## src/hdl/lsmp_pkg.sv

```systemverilog
// ----------------------------------------------------------------------------
// lsmp_pkg
// Shared types and constants of the laser-scan sector minimum profiler.
// ----------------------------------------------------------------------------
`default_nettype none

package lsmp_pkg;

	localparam int RANGE_W     = 20;  // width of range fields on the ports
	localparam int ANGLE_W     = 16;  // binary angle, 65536 units per turn
	localparam int SECTOR_W    = 4;   // enough for up to sixteen sectors
	localparam int OUT_SECTORS = 8;   // sectors reported in every result
	localparam int WIDEST_W    = 3;
	localparam int CFG_IDX_W   = 4;
	localparam int CFG_DATA_W  = 20;
	localparam int IN_TDATA_W  = 24;
	localparam int OUT_TDATA_W = 168;

	localparam logic [RANGE_W-1:0] SENTINEL_MM = RANGE_W'(999000);

	typedef enum logic [CFG_IDX_W-1:0] {
		CFG_RANGE_FLOOR   = 4'd0,
		CFG_RANGE_CEILING = 4'd1,
		CFG_ANGLE_START   = 4'd2,
		CFG_ANGLE_STEP    = 4'd3
	} lsmp_cfg_idx_t;

	// one classified sample between front and back
	typedef struct packed {
		logic                keep;
		logic [SECTOR_W-1:0] sector;
		logic [RANGE_W-1:0]  range_mm;
		logic                last;
	} lsmp_item_t;

	// end-of-scan snapshot handed to the report stage
	typedef struct packed {
		logic                                  valid;
		logic [OUT_SECTORS-1:0][RANGE_W-1:0]   mins;
	} lsmp_snap_t;

endpackage

`default_nettype wire

```

## src/hdl/lsmp_front.sv

```systemverilog
// ----------------------------------------------------------------------------
// lsmp_front
// Configuration registers, sample window check and sector classification.
// ----------------------------------------------------------------------------
`default_nettype none

module lsmp_front #(
	parameter int NUM_SECTORS = 8,
	parameter int RANGE_BITS  = 20
) (
	input  wire logic                            clk,
	input  wire logic                            arst_n,
	input  wire logic                            cfg_valid,
	input  wire logic [lsmp_pkg::CFG_IDX_W-1:0]  cfg_index,
	input  wire logic [lsmp_pkg::CFG_DATA_W-1:0] cfg_data,
	input  wire logic                            in_valid,
	input  wire logic [lsmp_pkg::RANGE_W-1:0]    in_range_mm,
	input  wire logic                            in_finite,
	input  wire logic                            in_last,
	input  wire logic                            queue_full,
	output logic                                 in_ready,
	output logic                                 push,
	output lsmp_pkg::lsmp_item_t                 push_item
);
	import lsmp_pkg::*;

	localparam int RW = (RANGE_BITS < RANGE_W) ? RANGE_BITS : RANGE_W;
	localparam logic [RANGE_W-1:0] RANGE_MASK = RANGE_W'((64'(1) << RW) - 64'(1));
	localparam int PROD_W = ANGLE_W + SECTOR_W;

	logic [RANGE_W-1:0] floor_q;
	logic [RANGE_W-1:0] ceiling_q;
	logic [ANGLE_W-1:0] start_q;
	logic [ANGLE_W-1:0] step_q;
	logic [ANGLE_W-1:0] offset_q;

	logic [RANGE_W-1:0] range_m;
	logic [ANGLE_W-1:0] angle;
	logic [ANGLE_W-1:0] shifted;
	logic [PROD_W-1:0]  product;
	logic               accept;

	always_ff @(posedge clk or negedge arst_n) begin
		if (!arst_n) begin
			floor_q   <= '0;
			ceiling_q <= RANGE_MASK;
			start_q   <= ANGLE_W'(16'h8000);
			step_q    <= ANGLE_W'(64);
		end else if (cfg_valid) begin
			case (cfg_index)
				CFG_RANGE_FLOOR:   floor_q   <= cfg_data & RANGE_MASK;
				CFG_RANGE_CEILING: ceiling_q <= cfg_data & RANGE_MASK;
				CFG_ANGLE_START:   start_q   <= cfg_data[ANGLE_W-1:0];
				CFG_ANGLE_STEP:    step_q    <= cfg_data[ANGLE_W-1:0];
				default: ;
			endcase
		end
	end

	assign in_ready = !queue_full;
	assign accept   = in_valid && in_ready;

	// advance the scan angle on every sample, kept or dropped
	always_ff @(posedge clk or negedge arst_n) begin
		if (!arst_n) begin
			offset_q <= '0;
		end else if (accept) begin
			offset_q <= in_last ? '0 : offset_q + step_q;
		end
	end

	always_comb begin
		range_m = in_range_mm & RANGE_MASK;
		angle   = start_q + offset_q;
		// half a turn flips the top bit
		shifted = {~angle[ANGLE_W-1], angle[ANGLE_W-2:0]};
		product = PROD_W'(shifted) * PROD_W'(NUM_SECTORS);

		push_item.keep     = in_finite && (range_m >= floor_q) && (range_m <= ceiling_q);
		push_item.sector   = product[PROD_W-1 -: SECTOR_W];
		push_item.range_mm = range_m;
		push_item.last     = in_last;
	end

	assign push = accept;

endmodule

`default_nettype wire

```

## src/hdl/lsmp_queue.sv

```systemverilog
// ----------------------------------------------------------------------------
// lsmp_queue
// Four-entry queue of classified samples between front and back.
// ----------------------------------------------------------------------------
`default_nettype none

module lsmp_queue (
	input  wire logic                 clk,
	input  wire logic                 arst_n,
	input  wire logic                 push,
	input  wire lsmp_pkg::lsmp_item_t push_item,
	input  wire logic                 pop,
	output logic                      full,
	output logic                      empty,
	output lsmp_pkg::lsmp_item_t      head
);
	import lsmp_pkg::*;

	localparam int DEPTH = 4;
	localparam int PTR_W = 2;

	lsmp_item_t       mem_q [DEPTH];
	logic [PTR_W-1:0] wr_ptr_q;
	logic [PTR_W-1:0] rd_ptr_q;
	logic [PTR_W:0]   count_q;

	assign full  = (count_q == (PTR_W+1)'(DEPTH));
	assign empty = (count_q == '0);
	assign head  = mem_q[rd_ptr_q];

	always_ff @(posedge clk) begin
		if (push) begin
			mem_q[wr_ptr_q] <= push_item;
		end
	end

	always_ff @(posedge clk or negedge arst_n) begin
		if (!arst_n) begin
			wr_ptr_q <= '0;
			rd_ptr_q <= '0;
			count_q  <= '0;
		end else begin
			if (push) wr_ptr_q <= wr_ptr_q + 1'b1;
			if (pop)  rd_ptr_q <= rd_ptr_q + 1'b1;
			case ({push, pop})
				2'b10:   count_q <= count_q + 1'b1;
				2'b01:   count_q <= count_q - 1'b1;
				default: count_q <= count_q;
			endcase
		end
	end

endmodule

`default_nettype wire

```

## src/hdl/lsmp_back.sv

```systemverilog
// ----------------------------------------------------------------------------
// lsmp_back
// Per-sector minimum registers; snapshots and restarts at the end of a scan.
// ----------------------------------------------------------------------------
`default_nettype none

module lsmp_back #(
	parameter int NUM_SECTORS = 8,
	parameter int RANGE_BITS  = 20
) (
	input  wire logic                 clk,
	input  wire logic                 arst_n,
	input  wire logic                 empty,
	input  wire lsmp_pkg::lsmp_item_t head,
	input  wire logic                 snap_ready,
	output logic                      pop,
	output lsmp_pkg::lsmp_snap_t      snap_s1
);
	import lsmp_pkg::*;

	localparam int RW = (RANGE_BITS < RANGE_W) ? RANGE_BITS : RANGE_W;
	localparam int SW = (NUM_SECTORS > 1) ? $clog2(NUM_SECTORS) : 1;
	localparam logic [RW-1:0] SENTINEL = (RW == RANGE_W) ? RW'(SENTINEL_MM) : {RW{1'b1}};

	logic [RW-1:0] min_q [NUM_SECTORS];
	logic [SW-1:0] idx;
	logic [RW-1:0] range_rw;
	logic          upd;
	logic          take;
	logic [OUT_SECTORS-1:0][RANGE_W-1:0] merged;
	logic                                snap_valid_s1;
	logic [OUT_SECTORS-1:0][RANGE_W-1:0] snap_mins_s1;

	assign snap_s1  = {snap_valid_s1, snap_mins_s1};

	assign idx      = head.sector[SW-1:0];
	assign range_rw = head.range_mm[RW-1:0];
	assign upd      = head.keep && (range_rw < min_q[idx]);
	// hold the queue while a finished snapshot waits
	assign pop      = !empty && (!snap_valid_s1 || snap_ready);
	assign take     = pop && head.last;

	for (genvar g = 0; g < OUT_SECTORS; g++) begin : g_merge
		if (g < NUM_SECTORS) begin : g_real
			assign merged[g] = RANGE_W'((upd && (idx == SW'(g))) ? range_rw : min_q[g]);
		end else begin : g_none
			assign merged[g] = RANGE_W'(SENTINEL);
		end
	end

	always_ff @(posedge clk or negedge arst_n) begin
		if (!arst_n) begin
			for (int i = 0; i < NUM_SECTORS; i++) begin
				min_q[i] <= SENTINEL;
			end
		end else if (pop) begin
			if (head.last) begin
				for (int i = 0; i < NUM_SECTORS; i++) begin
					min_q[i] <= SENTINEL;
				end
			end else if (upd) begin
				min_q[idx] <= range_rw;
			end
		end
	end

	always_ff @(posedge clk or negedge arst_n) begin
		if (!arst_n) begin
			snap_valid_s1 <= 1'b0;
		end else if (take) begin
			snap_valid_s1 <= 1'b1;
		end else if (snap_ready) begin
			snap_valid_s1 <= 1'b0;
		end
	end

	always_ff @(posedge clk) begin
		if (take) begin
			snap_mins_s1 <= merged;
		end
	end

endmodule

`default_nettype wire

```

## src/hdl/lsmp_report.sv

```systemverilog
// ----------------------------------------------------------------------------
// lsmp_report
// Widest-sector search and left/right comparison into the output register.
// ----------------------------------------------------------------------------
`default_nettype none

module lsmp_report (
	input  wire logic                             clk,
	input  wire logic                             arst_n,
	input  wire lsmp_pkg::lsmp_snap_t             snap_s1,
	output logic                                  snap_ready,
	output logic                                  m_axis_tvalid,
	input  wire logic                             m_axis_tready,
	output logic [lsmp_pkg::OUT_TDATA_W-1:0]      m_axis_tdata
);
	import lsmp_pkg::*;

	localparam int PAD_W = OUT_TDATA_W - OUT_SECTORS*RANGE_W - WIDEST_W - 1;

	logic [RANGE_W-1:0]  lvl1_val [4];
	logic [WIDEST_W-1:0] lvl1_idx [4];
	logic [RANGE_W-1:0]  lvl2_val [2];
	logic [WIDEST_W-1:0] lvl2_idx [2];
	logic [WIDEST_W-1:0] widest;
	logic [RANGE_W:0]    left_sum;
	logic [RANGE_W:0]    right_sum;
	logic                escape_left;

	// pairwise tree; a tie keeps the lower sector
	always_comb begin
		for (int i = 0; i < 4; i++) begin
			if (snap_s1.mins[2*i+1] > snap_s1.mins[2*i]) begin
				lvl1_val[i] = snap_s1.mins[2*i+1];
				lvl1_idx[i] = WIDEST_W'(2*i+1);
			end else begin
				lvl1_val[i] = snap_s1.mins[2*i];
				lvl1_idx[i] = WIDEST_W'(2*i);
			end
		end
		for (int i = 0; i < 2; i++) begin
			if (lvl1_val[2*i+1] > lvl1_val[2*i]) begin
				lvl2_val[i] = lvl1_val[2*i+1];
				lvl2_idx[i] = lvl1_idx[2*i+1];
			end else begin
				lvl2_val[i] = lvl1_val[2*i];
				lvl2_idx[i] = lvl1_idx[2*i];
			end
		end
		widest = (lvl2_val[1] > lvl2_val[0]) ? lvl2_idx[1] : lvl2_idx[0];

		left_sum    = {1'b0, snap_s1.mins[2]} + {1'b0, snap_s1.mins[3]};
		right_sum   = {1'b0, snap_s1.mins[6]} + {1'b0, snap_s1.mins[7]};
		escape_left = left_sum > right_sum;
	end

	assign snap_ready = !m_axis_tvalid || m_axis_tready;

	always_ff @(posedge clk or negedge arst_n) begin
		if (!arst_n) begin
			m_axis_tvalid <= 1'b0;
		end else if (snap_ready) begin
			m_axis_tvalid <= snap_s1.valid;
		end
	end

	always_ff @(posedge clk) begin
		if (snap_ready && snap_s1.valid) begin
			m_axis_tdata <= {PAD_W'(0), escape_left, widest, snap_s1.mins};
		end
	end

endmodule

`default_nettype wire

```

## src/hdl/lidar_sector_min_profile.sv

```systemverilog
// ----------------------------------------------------------------------------
// lidar_sector_min_profile
// Per-sector minimum range of a laser scan, reported once per scan.
// ----------------------------------------------------------------------------
// Input stream: one range sample per request; tuser flags a finite sample,
// tlast marks the final sample of a scan. Samples outside the configured
// range window, or not finite, are dropped but still advance the scan angle.
// Output stream: one request per scan carrying all eight sector minima, the
// widest sector and the escape-left flag.
// Configuration: cfg_valid/cfg_ready with a register index and write data;
// write only while the block is idle. cfg_ready is always high.
// Throughput: one sample per cycle while the queue is not full, set by the
// minimum update in the back end. The last sample of a scan passes the
// queue write at acceptance, the snapshot register and the output register
// before its result can be taken; a stalled receiver holds it on the way.
// Reset clears the minima to the sentinel, the scan angle to zero and the
// registers to their defaults. When the receiver stalls the result holds,
// the back end stops popping and the four-entry queue fills before
// s_axis_tready drops.
// ----------------------------------------------------------------------------
`default_nettype none

module lidar_sector_min_profile #(
	parameter int NUM_SECTORS = 8,
	parameter int RANGE_BITS  = 20
) (
	input  wire logic                            clk,
	input  wire logic                            arst_n,
	input  wire logic                            cfg_valid,
	output logic                                 cfg_ready,
	input  wire logic [lsmp_pkg::CFG_IDX_W-1:0]  cfg_index,
	input  wire logic [lsmp_pkg::CFG_DATA_W-1:0] cfg_data,
	input  wire logic                            s_axis_tvalid,
	output logic                                 s_axis_tready,
	input  wire logic [lsmp_pkg::IN_TDATA_W-1:0] s_axis_tdata,  // range_mm
	input  wire logic                            s_axis_tuser,  // is_finite
	input  wire logic                            s_axis_tlast,  // last_sample
	output logic                                 m_axis_tvalid,
	input  wire logic                            m_axis_tready,
	// min_sector0..min_sector7, widest_sector, escape_left
	output logic [lsmp_pkg::OUT_TDATA_W-1:0]     m_axis_tdata
);
	import lsmp_pkg::*;

	logic       queue_full;
	logic       queue_empty;
	logic       push;
	logic       pop;
	logic       snap_ready;
	lsmp_item_t push_item;
	lsmp_item_t head;
	lsmp_snap_t snap_s1;

	assign cfg_ready = 1'b1;

	lsmp_front #(
		.NUM_SECTORS(NUM_SECTORS),
		.RANGE_BITS (RANGE_BITS)
	) u_front (
		.clk        (clk),
		.arst_n     (arst_n),
		.cfg_valid  (cfg_valid),
		.cfg_index  (cfg_index),
		.cfg_data   (cfg_data),
		.in_valid   (s_axis_tvalid),
		.in_range_mm(s_axis_tdata[RANGE_W-1:0]),
		.in_finite  (s_axis_tuser),
		.in_last    (s_axis_tlast),
		.queue_full (queue_full),
		.in_ready   (s_axis_tready),
		.push       (push),
		.push_item  (push_item)
	);

	lsmp_queue u_queue (
		.clk      (clk),
		.arst_n   (arst_n),
		.push     (push),
		.push_item(push_item),
		.pop      (pop),
		.full     (queue_full),
		.empty    (queue_empty),
		.head     (head)
	);

	lsmp_back #(
		.NUM_SECTORS(NUM_SECTORS),
		.RANGE_BITS (RANGE_BITS)
	) u_back (
		.clk       (clk),
		.arst_n    (arst_n),
		.empty     (queue_empty),
		.head      (head),
		.snap_ready(snap_ready),
		.pop       (pop),
		.snap_s1   (snap_s1)
	);

	lsmp_report u_report (
		.clk          (clk),
		.arst_n       (arst_n),
		.snap_s1      (snap_s1),
		.snap_ready   (snap_ready),
		.m_axis_tvalid(m_axis_tvalid),
		.m_axis_tready(m_axis_tready),
		.m_axis_tdata (m_axis_tdata)
	);

endmodule

`default_nettype wire

```

## config.mk

```make
export PLATFORM = sky130hd
export DESIGN_NAME = lidar_sector_min_profile
export DESIGN_NICKNAME = d
export VERILOG_FILES = /design/src/hdl/lsmp_pkg.sv /design/src/hdl/lsmp_front.sv /design/src/hdl/lsmp_queue.sv /design/src/hdl/lsmp_back.sv /design/src/hdl/lsmp_report.sv /design/src/hdl/lidar_sector_min_profile.sv
export SDC_FILE = /design/constraint.sdc
export NUM_CORES = 1
export LEC_CHECK = 0
export ABC_AREA = 0
export BUFFER_PORTS_ARGS = -buffer_cell sky130_fd_sc_hd__clkbuf_2
export CAP_MARGIN = 20
export CORE_MARGIN = 1.5
export CORE_UTILIZATION = 50
export CTS_BUF_LIST = sky130_fd_sc_hd__clkbuf_4
export CTS_CLUSTER_DIAMETER = 150
export DETAILED_ROUTE_END_ITERATION = 10
export PLACE_DENSITY_LB_ADDON = 0.15
export SETUP_SLACK_MARGIN = 0.5
export SYNTH_ARGS = -nofsm -noshare
export SYNTH_HDL_FRONTEND = slang
export SYNTH_SLANG_ARGS = --single-unit
export TNS_END_PERCENT = 1
```

## constraint.sdc

```tcl
create_clock -name clk -period 13.9 [get_ports clk]
set_clock_uncertainty 0.1 [all_clocks]
set_input_delay 0.695 -clock clk [delete_from_list [all_inputs] [get_ports clk]]
set_output_delay 0.695 -clock clk [all_outputs]
set_load 0.03 [all_outputs]
```

==> summary.md <==
| Metric | Value |
|---|---|
| Final setup violation count | 0 |
| Global route overflow | 0 |
| Worst-Margin Slew | 1.08 ns |
| Residual DRC | 0 |
| Via-per-instance ratio | 5.87 |
| Max-slew headroom | 27.9% |
| Depth of the CTS H-tree | 4 |
| Number of antenna violations at the first check in global routing | 6 |
| Root buffer cell | clkbuf_4 |
| FF-to-FF setup slack | approximately 6.5 ns |
| Num CTS Buffers | 174 |
| Share of layout cells above drive strength 1 | between 30% and 40% |
| Initial Util | between 50% and 60% |
| Final GP Congestion | about 0.95 |
| Router iterations before antenna repair | 6 |
| Final Cycle Share | 53.4% |
| Status | finished clean |
| Family with the most delay on the worst path | compound AO/OA/AOI/OAI gates |
| Highest Clock Rate | 135 MHz |
| Final ANT Viol Nets | 0 |
| R2R Path Start | u_back.snap_s1[53] |
| Met2 WL | 48600 µm |
| Clk slew on worst S/H paths | 0.07 ns |
| Commonest non-fill, non-tap cell in the layout | edfxtp_1 |
| Setup TNS | 0 ns |
| CTS tree | built |
| Syn Area/Cell | approximately 13 µm² |
| Vias in the first global route | around 25000 |
| Worst r2r path cells | 28 |
| Hold Vio Cnt, Final | 0 |
| Vias | 24400 |
| Critical Path RT | 14.56 ns |
| CP Class | reg -> reg |
| Final WL | 101000 µm |
| CTS resizes | 0 |
| Syn Inst Count | about 2700 |
| Synth cell types | just over 80 |
| WP data arrival | roughly 8.1 ns |
| DRT iter0 DRCs | just under 2000 |
| Yosys warnings | 0 |
| Min cycle time layout | 7.42 ns |
| Slowest CP cell | o21ai_2 |
| Most used cell, CP | a21o_1 |
| Metal3 WL | 6640 µm |
| Clock sink count | between 600 and 700 |
| Peak per-stage delay on the critical path | roughly 0.82 ns |
| First-pass GRT wire length | between 150000 and 200000 µm |
| Crit end category | flip-flop |
| Clock latency on the worst-skew pair | approximately 0.98 ns |
| RSZ-0062 raised after global routing | no |
| Uppermost layer routed | met5 |
| Commonest cells after routing, fill and taps aside | edfxtp_1 (424), ha_1 (294), clkbuf_4 (270) |
| Largest net degree at the start of global routing | 156 |
| CORE AREA | slightly above 0.07 mm² |
| Post-synth EDFFs | 424 |
| Die area | 0.0742 mm² |
| Chip Height | roughly 270 µm |
| Mapped Area | between 0.03 and 0.04 mm² |
| Final #Nets | around 3400 |
| Max_cap viols | 0 |
| #FFs+latches synth | 681 |
| Cell Rows | between 90 and 100 |
| RR Endpoint | u_report.m_axis_tdata[161] |
| Port Buffers | 216 |
| Synth async-reset ratio | 37.7% |
| Wire length per cell | approximately 24 µm |
| Number of top-level pins | 226 |
| Max Buffers Root-to-Sink | 3 |
| Gr usage total | 27.6% |
| Post-detail-place hpwl | around 72000 µm |
| Layout area overhead | 13.5% |
| Ys flop type | edfxtp_1 |
| Die W | around 270 µm |
| CP Buf/Inv Count | 3 |
| Critical Path Start Type | flip-flop |
| HP Class | in -> async |
| Crit Path Max Fanout | 15 |
| Fin. max-slew vios | 0 |
| Routed length on met1 | 41100 µm |
| Sequential cell area fraction in the yosys report | 53.2% |
synthesized netlist by cell type, types with 6 or more instances:
cell	n	share of area [%]
buf_4	18	0.37
a21oi_1	95	1.3
or3_1	8	0.14
dfstp_2	118	8.5
nor3b_1	6	0.12
o2bb2ai_1	24	0.58
o21bai_1	12	0.25
o21a_1	25	0.52
nand2_1	111	1.1
a2bb2oi_2	10	0.41
buf_2	12	0.17
a2bb2oi_1	85	2.1
xnor2_1	39	0.94
mux2_2	185	5.7
ha_1	294	10
nand3_1	17	0.23
o21ai_0	92	1.3
o31ai_1	13	0.27
nand4_1	42	0.72
mux2_4	32	1.3
nor3_1	25	0.34
or2_2	6	0.10
nand2b_1	22	0.38
dfrtp_1	139	9.6
nor4_1	9	0.16
edfxtp_1	424	35
and3_1	20	0.34
nor2_1	90	0.93
clkbuf_1	71	0.73
buf_1	9	0.093
a211oi_1	13	0.27
nor2b_1	20	0.34
mux4_2	60	3.7
a22o_1	42	1.0
a31oi_1	8	0.14
inv_1	203	2.1
xor2_1	16	0.39
mux2i_1	125	3.4
a21o_1	57	1.2
o211ai_1	11	0.23
buf_6	14	0.43
and2_1	6	0.10
worst max-delay path by stage:
stage / start / endpoint / slack, ns / cells after the start
3_3_place_gp: u_back.snap_s1[53] / u_report.m_axis_tdata[161] / 6.63 / 28
3_5_place_dp: u_back.snap_s1[53] / u_report.m_axis_tdata[161] / 6.60 / 28
2_1_floorplan: u_queue.rd_ptr_q[0] / u_back.snap_s1[0] / 4.74 / 6
4_1_cts: u_back.snap_s1[53] / u_report.m_axis_tdata[161] / 6.48 / 28
6_report: u_back.snap_s1[53] / u_report.m_axis_tdata[161] / 6.48 / 28
5_1_grt: u_back.snap_s1[53] / u_report.m_axis_tdata[161] / 5.89 / 28
through the flow:
step / area, µm² / setup slack [ns] / instances / utilization (%) / hold WS [ns]
3_5_place_dp: 38300 / 6.60 / 3793 / 53.5 / 0.376
3_3_place_gp: 38300 / 6.63 / 3793 / 53.5 / 0.374
6_report: 41200 / 6.48 / 4162 / 57.5 / 0.198
2_1_floorplan: 36300 / 4.74 / 2716 / - / 0.299
4_1_cts: 41100 / 6.48 / 4159 / 57.5 / 0.0900
5_1_grt: 41200 / 5.89 / 4162 / 57.5 / 0.168
kinds of logic after synthesis:
logic type,Yosys count,share of synthesized area (%)
adders and majority gates,298,10.4
AOI/OAI and AO/OA,543,11.0
and+or+nand+nor,401,5.67
DFF,681,53.2
other,2,0.0207
muxes,405,14.5
xor gates and xnor gates,55,1.33
buffers and inverters,328,3.91
area by class of cell:
type | instances | area (µm²)
inverters | 204 | 766
diodes | 2 | 5.00
flip-flops and latches | 681 | 19300
clock buffers | 270 | 2030
multi-input cells | 1707 | 15700
fillers | 5864 | 30400
repair buffers | 295 | 1820
clock inverters | 53 | 378
well taps | 950 | 1190
timing repair:
action                    in CTS  in global routing
hold endpoints to repair     206                  0
setup buffers                  0                  0
hold buffers                  43                  0
layer usage:
layer / vias to the layer above / GRT usage (%)
li1: 11100 / -
met1: 12200 / 34.7
met2: 972 / 45.2
met3: 207 / 6.02
met4: 2 / 13.8
met5: - / 0
sequential cells by signal, indices dropped and copies added, names as in the netlist, 16 cells and up:
signal,count
u_queue.mem_q,100
u_front.start_q,16
u_back.min_q,160
u_back.snap_s1,160
u_report.m_axis_tdata,164
u_front.step_q,16
u_front.floor_q,20
u_front.offset_q,16
u_front.ceiling_q,20
Power is left out: the tool's default activity adds up to more than one toggle a clock period on the data nets, which glitch-free logic cannot reach.
